### config.mk
export PLATFORM = sky130hd
export DESIGN_NAME = dppf_map
export DESIGN_NICKNAME = d
export VERILOG_FILES = /design/src/dppf_pkg.sv /design/src/dppf_map.sv
export SDC_FILE = /design/constraint.sdc
export NUM_CORES = 1
export LEC_CHECK = 0
export ABC_AREA = 1
export BUFFER_PORTS_ARGS = -buffer_cell sky130_fd_sc_hd__buf_2
export CAP_MARGIN = 5
export CORE_ASPECT_RATIO = 1.2
export CORE_UTILIZATION = 29
export DETAILED_ROUTE_END_ITERATION = 6
export PLACE_DENSITY = 0.47
export SLEW_MARGIN = 20
export SYNTH_ARGS = -nofsm -noshare
export SYNTH_HDL_FRONTEND = slang
export SYNTH_SLANG_ARGS = --single-unit
### constraint.sdc
create_clock -name vclk -period 4.9
set_input_delay 0.98 -clock vclk [all_inputs]
set_output_delay 0.98 -clock vclk [all_outputs]
set_load 0.005 [all_outputs]
### src/dppf_pkg.sv
// ----------------------------------------------------------------------------
// dppf_pkg
// Shared constants and types for the dual plane pixel framebuffer.
// ----------------------------------------------------------------------------
package dppf_pkg;

    localparam int PLANE_BYTES = 16384;
    localparam int ADDR_W      = $clog2(PLANE_BYTES);
    // index arithmetic width, wide enough for any frame index plus headroom
    localparam int SUM_W       = ADDR_W + 2;

    localparam logic OP_PLOT = 1'b0;
    localparam logic OP_READ = 1'b1;

    localparam logic [1:0] COLOR_WHITE  = 2'd0;
    localparam logic [1:0] COLOR_BLACK  = 2'd1;
    localparam logic [1:0] COLOR_THIRD  = 2'd2;
    // leaves both planes as they are
    localparam logic [1:0] COLOR_UNUSED = 2'd3;

    localparam logic PANEL_SMALL = 1'b0;

    // small panel: 250x122, drawn rotated, 17 bytes per device row
    localparam logic [8:0] SMALL_WIDTH     = 9'd250;
    localparam logic [8:0] SMALL_HEIGHT    = 9'd122;
    localparam logic [5:0] SMALL_ROW_BYTES = 6'd17;
    // large panel: 400x300, unrotated, 50 bytes per device row
    localparam logic [8:0] LARGE_WIDTH     = 9'd400;
    localparam logic [8:0] LARGE_HEIGHT    = 9'd300;
    localparam logic [5:0] LARGE_ROW_BYTES = 6'd50;

    localparam logic [SUM_W-1:0] SMALL_FRAME_LEN = SUM_W'(17 * 250);
    localparam logic [SUM_W-1:0] LARGE_FRAME_LEN = SUM_W'(50 * 300);

    // one entry of the combined store: main plane byte low, color plane byte high
    typedef struct packed {
        logic [7:0] color_byte;
        logic [7:0] main_byte;
    } t_entry;

    // decoded item
    typedef struct packed {
        logic              op;
        logic              hit;
        logic [ADDR_W-1:0] addr;
        logic [7:0]        mask;
        logic [1:0]        color;
    } t_map;

endpackage

### src/dppf_map.sv
// ----------------------------------------------------------------------------
// dppf_map
// Bounds check, panel rotation and byte/bit address for one item.
// ----------------------------------------------------------------------------
module dppf_map (
    input  logic                 i_panel_kind,
    input  logic                 i_opcode,
    input  logic [8:0]           i_pixel_x,
    input  logic [8:0]           i_pixel_y,
    input  logic [1:0]           i_pixel_color,
    input  logic [13:0]          i_read_index,
    output dppf_pkg::t_map       o_map
);
    import dppf_pkg::*;

    logic             bounds_ok;
    logic [8:0]       col;
    logic [8:0]       row;
    logic [5:0]       row_bytes;
    logic [14:0]      row_ofs;
    logic [SUM_W-1:0] plot_idx;
    logic [SUM_W-1:0] read_idx;
    logic [SUM_W-1:0] frame_len;
    logic [SUM_W-1:0] sel_idx;

    always_comb begin
        if (i_panel_kind == PANEL_SMALL) begin
            bounds_ok = (i_pixel_x < SMALL_WIDTH) && (i_pixel_y < SMALL_HEIGHT);
            // rotated: device column runs against user y
            col       = SMALL_HEIGHT - 9'd1 - i_pixel_y;
            row       = i_pixel_x;
            row_bytes = SMALL_ROW_BYTES;
            frame_len = SMALL_FRAME_LEN;
        end else begin
            bounds_ok = (i_pixel_x < LARGE_WIDTH) && (i_pixel_y < LARGE_HEIGHT);
            col       = i_pixel_x;
            row       = i_pixel_y;
            row_bytes = LARGE_ROW_BYTES;
            frame_len = LARGE_FRAME_LEN;
        end

        row_ofs  = row * row_bytes;
        plot_idx = SUM_W'(col[8:3]) + SUM_W'(row_ofs);
        read_idx = SUM_W'(i_read_index);

        if (i_opcode == OP_READ) begin
            sel_idx   = read_idx;
            o_map.hit = (read_idx < frame_len) && (read_idx < SUM_W'(PLANE_BYTES));
        end else begin
            sel_idx   = plot_idx;
            o_map.hit = bounds_ok && (plot_idx < SUM_W'(PLANE_BYTES));
        end

        o_map.op    = i_opcode;
        o_map.addr  = sel_idx[ADDR_W-1:0];
        o_map.mask  = 8'h80 >> col[2:0];
        o_map.color = i_pixel_color;
    end

endmodule

# Word-level counts from Yosys, hierarchy flattened
# Cells that the tools add are included.
[word_totals]
word_cells = 20
input_bits = 36
memories = 0
latch_bits = 0
register_bits = 0
ram_bits = 0
output_inout_bits = 26
mem_bits_ro = 0
[op_classes]
eq_ne = 0
bitwise = 0
n_reduce_logical = 3
shifts = 1
magnitude_cmp = 6
n_addsub = 2
multipliers = 1
muxes = 7
div = 0
[op_table]
columns = ["cell", "n"]
rows = [
  ["14-bit 2-to-1 mux", 2],
  ["9-bit < comparator, second input constant", 2],
  ["9-bit 2-to-1 mux", 2],
  ["6-bit by 15-bit adder with 16-bit output", 1],
  ["14-bit by 16-bit < comparator with 1-bit output", 1],
  ["16-bit by 15-bit < comparator with 1-bit output, second input constant", 1],
  ["9-bit by 6-bit multiplier with 15-bit output", 1],
  ["9-bit by 7-bit < comparator with 1-bit output, second input constant", 1],
  ["9-bit by 8-bit < comparator with 1-bit output, second input constant", 1],
  ["7-bit by 9-bit subtractor with 9-bit output, first input constant", 1],
  ["8-bit by 3-bit right shift with 8-bit output, first input constant", 1],
  ["6-bit 2-to-1 mux", 1],
  ["1-bit logical AND", 3],
  ["1-bit 2-to-1 mux", 2],
]

# Depth between registers and ports, before layout
# Gate-level depths: netlist of the first run.
[depth]
ltp_word = 6
ltp_mapped = 21
mapped_depth_nobuf = 19

# Worst setup path after synthesis of the first run
# No wires, ideal clock.
[synth_path]
kind = "input to output"
start = "in i_panel_kind"
end = "out o_map[23] (netlist bit)"
n_path_buf = 3
t_required_ns = 3.920
arrival_ns = 4.260
path_slack_ns = -0.340
stages = 19
cell_sequence = "buf_2 -> buf_2 -> buf_2 -> nand2_1 -> inv_1 -> ha_1 -> inv_1 -> fa_1 -> inv_1 -> fa_1 -> ha_1 -> ha_1 -> a21oi_1 -> nor2_1 -> o21ai_0 -> nand3_1 -> nand2_1 -> nand3_1 -> nand2_1"
[synth_lines]
columns = ["item", "line_no", "source"]
rows = [
  ["from (decl)", "dppf_map.sv:6", "input logic i_panel_kind,"],
  ["to (decl)", "dppf_map.sv:12", "output dppf_pkg::t_map o_map"],
]

==> flow_summary.ini, run 1 <==
[status]
status = finished, violations left
violations = negative setup slack

[final_layout]
fin_nets = 607
area_growth_pct = 56.8
nClkBuffers = 0
final_common_cell = nand2_1
utilization_pct = 47.8
seq_cells = 0
layout-drive-gt1-share_pct = 38.6
antenna_cells = 0
register_area_um2 = 0
final_cell_mix = nand2_1, inv_1, buf_2

[global_route]
grt_pass1_vias = 2770
grt_max_degree = 24
grt_pass1_wl_um = 12300
grt_overflow = 0
antenna_found_initial = 0
grt_usage_pct = 17.3

[job]
drv_cap = 0

[worst_setup_path]
path_buf_inv = 5
cp-startpoint = i_panel_kind
worstPathRequired_ns = 3.92
arrival_ns = 4.08
max_stage_delay_ns = 0.60
path_max_fanout = 7
cpLargestDelayFamily = adder cells
crit_path_top_delay_cell = fa_1
critical_path.cell_chain = buf_12 -> buf_12 -> nand2_4 -> o21ai_2 -> ha_1 -> fa_1 -> fa_1 -> ha_4 -> ha_4 -> nand2_2 -> inv_1 -> nand2_1 -> nand2_2 -> a21oi_2 -> buf_4 -> nand3_2 -> nand2_2 -> o21bai_4 -> buf_2
cp-start-kind = input pin
path_class = in -> out
path_common_cell = nand2_2
endpoint_kind = output port

[worst_hold_path]
hold_path.class = in -> out
hold_path_startpoint = i_pixel_color[1]

[routing]
num_vias = 2767
post-route-drc-count = 0
drt_iter0_drc = 97
drtAntennaViolNets = 0
routedWlPerCell_um = 12.0
first_pass_iters = 6
avgViaCountPerCell = 4.63
drt-total-wl_um = 7150

[floorplan]
io_pins = 62
design.die.area_um2 = 8570
die_w_um = 84.7
rows = 35
die_h_um = 101
core_um2 = 7790
start_util_pct = 30.5

[power_and_ir_drop]
p_per_area_nw_per_um2 = 300
ir_drop_uv = 195
p_leak_nw = 2.09

[yosys]
synth_top_area_share_pct = 26.8
syn_inst = 400
seq_area_frac_synth_pct = 0
synth-warning-count = 0
syn_avg_cell_area_um2 = 5.95
yosysUniqueCellTypes = 30
syn-cell-area_um2 = 2380
synth_top_cell_by_area = ha_1
synthTopCellsByArea = ha_1, nand2_1, fa_1

[timing]
rsz0062_at_grt = yes
fmax_mhz = 198
hold_viol = 0
period_minus_slack_ns = 5.06
fin_tns_setup_ns = -0.820
setup_ws_ns = -0.155
drv_slew = 0
final-setup-viol-count = 9
period_share_pct = 103

[placed_design]
port_buffers = 58
dp_hpwl_um = 5920
place_congestion = 0.835

[clock_tree]
ctsHoldBuffers = 0
layer usage:
| metal | part of all wire [%] | GRT usage (%) | up-vias |
|---|---|---|---|
| li1 | - | - | 1474 |
| met1 | 47 | 22.5 | 1245 |
| met2 | 51 | 33.7 | 46 |
| met3 | 2.6 | 0.652 | 2 |
| met4 | 0.13 | 0.261 | 0 |
| met5 | 0 | 0 | - |
stage by stage:
step | total power, W | cell area (µm²) | worst slack [ns] | instances | hold slack, ns
after global routing | 0.00125 | 3730 | -0.314 | 597 | 1.96
after detailed placement | 0.000909 | 3200 | -0.345 | 585 | 1.96
after global placement | 0.000909 | 3200 | -0.326 | 585 | 1.96
after CTS | 0.00103 | 3530 | -0.190 | 591 | 1.96
final | 0.00112 | 3730 | -0.155 | 597 | 1.96
after floorplan | 0.000605 | 2570 | 0.000823 | 405 | 2.04
cell usage after synthesis (all sizes together):
cell type / n
clkinv: 2
nand4: 6
conb: 2
xnor2: 2
nor3: 3
xor2: 4
o22ai: 1
nand2: 120
or2: 1
o21ai: 31
a31oi: 2
fa: 13
a21oi: 20
nor2: 35
ha: 51
o21bai: 3
nand3b: 2
nand3: 21
inv: 70
and2: 1
buf: 6
clkbuf: 4
final timing paths:
check   endpoint  slack, ns  cells after the start
max    o_map[24]      -0.16                     19
min     o_map[1]       1.96                      0
logic make-up after synthesis:
kind of cell / synth area share, %
AOI/OAI and AO/OA: 12.6
xor gates and xnor gates: 2.21
and+or+nand+nor: 33.5
adders and majority gates: 37.8
buffers and inverters: 13.6
other: 0.316
power by group:
part | switching (W) | total (W) | internal, W
clock network | 0 | 0 | 0
registers | 0 | 0 | 0
logic | 0.000564 | 0.00112 | 0.000554
timing repair:
item,in CTS,in global routing
buffers inserted,5,4
endpoints found under the setup margin,9,9
gates cloned,1,2
pin swaps,41,25
resized for setup,70,29
layout make-up:
cell class | count | area (µm²)
fill | 814 | 4070
tap | 92 | 115
multi-input combinational | 323 | 2540
timing repair buffer | 110 | 801
inverter | 72 | 272
No activity file was read; power rests on OpenSTA's default activity.
==> inputs of run 2 (changes only) <==
--- a/config.mk
+++ b/config.mk
@@ -16,3 +16,4 @@
 export SYNTH_ARGS = -nofsm -noshare
 export SYNTH_HDL_FRONTEND = slang
 export SYNTH_SLANG_ARGS = --single-unit
+export TNS_END_PERCENT = 20
==> constraint.sdc (replaced) <==
create_clock -name vclk -period 4.1
set_input_delay 0.82 -clock vclk [all_inputs]
set_output_delay 0.82 -clock vclk [all_outputs]
set_load 0.005 [all_outputs]
==> run 2 against run 1 <==
Global-route usage down 0.13 points. The flow still finishes with violations (negative setup slack). Via count up 5.3%. Combinational power up 31%. Highest routed layer unchanged. Non-clock buffer count up 26.
==> flow_summary.ini, run 2 (synthesis results as in run 1) <==
[status]
status = finished, violations left
violations = negative setup slack

[final_layout]
final_cells = 623
area_growth_pct = 68.8
final_common_cell = nand2_1
seq_cells = 0
register_area_um2 = 0
fin_nets = 633
utilization_pct = 51.5
antenna_cells = 0
nClkBuffers = 0
final_cell_mix = nand2_1, buf_4, inv_1
layout-drive-gt1-share_pct = 43.9

[timing]
setup_ws_ns = -0.669
fmax_mhz = 210
rsz0062_at_grt = yes
fin_hold_ws_ns = 1.64
period_minus_slack_ns = 4.77
hold_viol = 0
period_share_pct = 116
final-setup-viol-count = 11
drv_slew = 0

[routing]
first_pass_iters = 6
drt_iter0_drc = 71
num_vias = 2915
route.met3.wl_um = 203
routedWlPerCell_um = 12.1
wl_met2_um = 3940
post-route-drc-count = 0
avgViaCountPerCell = 4.68
drt-met1-wl_um = 3330
drtAntennaViolNets = 0
top_layer = met4
drt-total-wl_um = 7530

[worst_setup_path]
arrival_ns = 3.95
endpoint_kind = output port
path_max_fanout = 8
path_class = in -> out
path_common_cell = ha_4
max_stage_delay_ns = 0.61
cp-start-kind = input pin
worstPathRequired_ns = 3.28
crit_path_top_delay_cell = fa_1
critical_path.cell_chain = buf_12 -> buf_12 -> o21ai_2 -> ha_4 -> fa_1 -> fa_1 -> ha_4 -> ha_4 -> nand2_4 -> inv_2 -> nand2_1 -> nand2_2 -> a21oi_2 -> buf_4 -> nand3_2 -> nand3_2 -> o21bai_4 -> buf_2

[floorplan]
io_pins = 62
start_util_pct = 30.5
die_h_um = 101
design.die.area_um2 = 8570
rows = 35
core_um2 = 7790
die_w_um = 84.7

[power_and_ir_drop]
p_leak_nw = 2.24
ir_drop_uv = 234
p_per_area_nw_per_um2 = 365

[global_route]
grt_overflow = 0
grt_usage_pct = 17.2
antenna_found_initial = 0
grt_max_degree = 24
grt_pass1_vias = 2823
grt_pass1_wl_um = 12200

[placed_design]
dp.cells = 610
dp_hpwl_um = 6320
place_congestion = 0.813
port_buffers = 58

[worst_hold_path]
hold_path.class = in -> out

[job]
drv_cap = 0

[clock_tree]
ctsHoldBuffers = 0
==> run 2: changes by cell type in the layout (fill, tap and decap cells not counted), moves of 3 or more <==
| cell | before | now |
|---|---|---|
| buf_4 | 45 | 69 |
| ha_1 | 33 | 29 |
| ha_4 | 17 | 21 |
| nand2_1 | 95 | 88 |
| nand2_4 | 7 | 12 |
| nand3_1 | 14 | 17 |
| nand3_2 | 6 | 3 |
| o21ai_0 | 20 | 13 |
| o21ai_1 | 7 | 11 |
==> run 2: critical path, delay by kind of cell <==
family,cells,cell delay [ns]
fa+ha+maj,5,1.88
simple gates,5,0.33
buf+inv,5,0.56
compound gates,3,0.36
==> run 2: layer usage <==
metal	GRT usage, %	up-vias
met5	0	-
met4	1.17	0
met3	0.489	4
met2	34.1	46
met1	21.5	1341
li1	-	1524
==> run 2: stage by stage <==
stage / instance area, µm² / worst slack (ns) / TNS [ns] / total power (W)
2_1_floorplan: 2610 / -0.400 / -2.09 / 0.000740
3_3_place_gp: 3430 / -0.757 / -6.82 / 0.00115
6_report: 4010 / -0.669 / -6.01 / 0.00147
4_1_cts: 3730 / -0.703 / -6.50 / 0.00131
3_5_place_dp: 3430 / -0.833 / -7.47 / 0.00116
5_1_grt: 4010 / -0.825 / -7.87 / 0.00162
==> run 2: final timing paths <==
path	start	to	slack, ns	cells past startpoint
worst max-delay path	i_panel_kind	o_map[24]	-0.67	18
worst min-delay path	i_pixel_color[1]	o_map[1]	1.64	0
==> run 2: area by class of cell <==
type / instances / area (µm²)
tap: 92 / 115
timing repair buffer: 136 / 981
multi-input combinational: 323 / 2640
inverter: 72 / 283
fill: 842 / 3780
==> run 2: what timing repair did <==
| action | 4_1_cts | 5_1_grt |
|---|---|---|
| setup buffers | 4 | 7 |
| resized for setup | 49 | 66 |
| pin swaps | 31 | 42 |
| cloned | 2 | 0 |
| endpoints found under the setup margin | 12 | 13 |
==> run 2: power breakdown <==
| part | leakage, nW | switching [W] | total (W) | internal, W |
|---|---|---|---|---|
| clock network | 0 | 0 | 0 | 0 |
| logic | 2.24 | 0.000720 | 0.00147 | 0.000747 |
| registers | 0 | 0 | 0 | 0 |
==> inputs of run 3 (changes only) <==
--- a/config.mk
+++ b/config.mk
@@ -9,9 +9,9 @@
 export BUFFER_PORTS_ARGS = -buffer_cell sky130_fd_sc_hd__buf_2
 export CAP_MARGIN = 5
 export CORE_ASPECT_RATIO = 1.2
-export CORE_UTILIZATION = 29
+export CORE_UTILIZATION = 35
 export DETAILED_ROUTE_END_ITERATION = 6
-export PLACE_DENSITY = 0.47
+export PLACE_DENSITY = 0.55
 export SLEW_MARGIN = 20
 export SYNTH_ARGS = -nofsm -noshare
 export SYNTH_HDL_FRONTEND = slang
==> run 3 against run 2 <==
The run still ends with negative setup slack left. Sequential share of layout area unchanged. Die area decreased by 17%. Non-clock buffer count decreased by 7. Via count decreased by 4.1%. Critical endpoint unchanged. Highest routed layer unchanged.
==> flow_summary.ini, run 3 (synthesis results as in run 1) <==
[status]
status = finished, violations left
violations = negative setup slack

[placed_design]
place_congestion = 0.860
port_buffers = 58
dp.cells = 601
dp_hpwl_um = 5770

[routing]
first_pass_iters = 4
routedWlPerCell_um = 11.0
post-route-drc-count = 0
drt-met1-wl_um = 3080
avgViaCountPerCell = 4.59
drt-total-wl_um = 6690
route.met3.wl_um = 109
num_vias = 2795
drtAntennaViolNets = 0
top_layer = met4
drt_iter0_drc = 49
wl_met2_um = 3480

[final_layout]
fin_nets = 626
antenna_cells = 0
fillCellCount = 660
layout-drive-gt1-share_pct = 37.0
seq_cells = 0
area_growth_pct = 53.1
final_cells = 609
final_common_cell = nand2_1
register_area_um2 = 0
nClkBuffers = 0
final_cell_mix = nand2_1, buf_4, inv_1

[worst_setup_path]
worstPathRequired_ns = 3.28
endpoint_kind = output port
path_buf_inv = 4
crit_path_top_delay_cell = fa_1
path_common_cell = nand2_2
path_max_fanout = 8
arrival_ns = 3.95
max_stage_delay_ns = 0.60
path_class = in -> out
cpLargestDelayFamily = adder cells
critical_path.cell_chain = buf_12 -> buf_12 -> nand2_4 -> o21ai_2 -> ha_1 -> fa_1 -> fa_1 -> ha_4 -> ha_4 -> nand2_4 -> nand2_2 -> nand2_2 -> nand2_2 -> a21oi_2 -> buf_4 -> nand3_2 -> nand3_2 -> o21bai_4 -> buf_2
cp-start-kind = input pin

[timing]
fin_hold_ws_ns = 1.64
setup_ws_ns = -0.670
period_minus_slack_ns = 4.77
fmax_mhz = 210
fin_tns_setup_ns = -5.49
period_share_pct = 116
final-setup-viol-count = 10
hold_viol = 0
drv_slew = 0
rsz0062_at_grt = yes

[floorplan]
die_w_um = 77.3
io_pins = 62
die_h_um = 92.3
core_um2 = 6490
start_util_pct = 36.7
design.die.area_um2 = 7130
rows = 32

[global_route]
grt_max_degree = 24
grt_pass1_wl_um = 11500
grt_overflow = 0
grt_pass1_vias = 2719
grt_usage_pct = 19.3
antenna_found_initial = 0

[power_and_ir_drop]
pwr-share-comb_pct = 100.0
internal_power_w = 0.000648
ir_drop_uv = 241
p_switching_w = 0.000622
switching_share_pct = 49.0
p_per_area_nw_per_um2 = 349
clock_power_share_pct = 0
p_leak_nw = 2.13
seq_power_share_pct = 0

[clock_tree]
ctsHoldBuffers = 0

[worst_hold_path]
hold_path.class = in -> out

[job]
drv_cap = 0
-- run 3: power groups by stage --
| stage | clock, W | combinational [W] | sequential (W) |
|---|---|---|---|
| after floorplan | 0 | 0.000740 | 0 |
| after global placement | 0 | 0.00113 | 0 |
| after detailed placement | 0 | 0.00114 | 0 |
| after CTS | 0 | 0.00122 | 0 |
| after global routing | 0 | 0.00142 | 0 |
| final | 0 | 0.00127 | 0 |
-- run 3: worst paths after layout --
| kind | from | end | slack, ns | cells after the start |
|---|---|---|---|---|
| worst min-delay path | i_pixel_color[1] | o_map[1] | 1.64 | 0 |
| worst max-delay path | i_panel_kind | o_map[24] | -0.67 | 19 |
-- run 3: cell type report --
cell class                      instances  area [µm²]  area share, %
Inverter                               72         272           7.46
Tap cell                               85         106           2.92
Timing Repair Buffer                  129         877           24.1
Multi-Input combinational cell        323        2390           65.5
-- run 3: layer usage --
metal / GRT usage [%] / vias up
met5: 0 / -
met4: 0 / 0
met3: 0.197 / 2
met2: 37.8 / 37
met1: 24.8 / 1241
li1: - / 1515
-- run 3: stage by stage --
step / setup slack, ns / util (%) / total power [W] / area (µm²)
5_1_grt: -0.827 / 56.1 / 0.00142 / 3640
6_report: -0.670 / 56.1 / 0.00127 / 3640
4_1_cts: -0.682 / 55.0 / 0.00122 / 3570
2_1_floorplan: -0.400 / - / 0.000740 / 2610
3_3_place_gp: -0.750 / 52.5 / 0.00113 / 3400
3_5_place_dp: -0.819 / 52.5 / 0.00114 / 3400
-- run 3: repair_timing --
item / in CTS / in global routing
buffers inserted: 4 / 3
gates cloned: 1 / 0
setup endpoints to repair: 11 / 12
pin swaps: 33 / 17
resized for setup: 32 / 20
hold endpoints to repair: 0 / 0
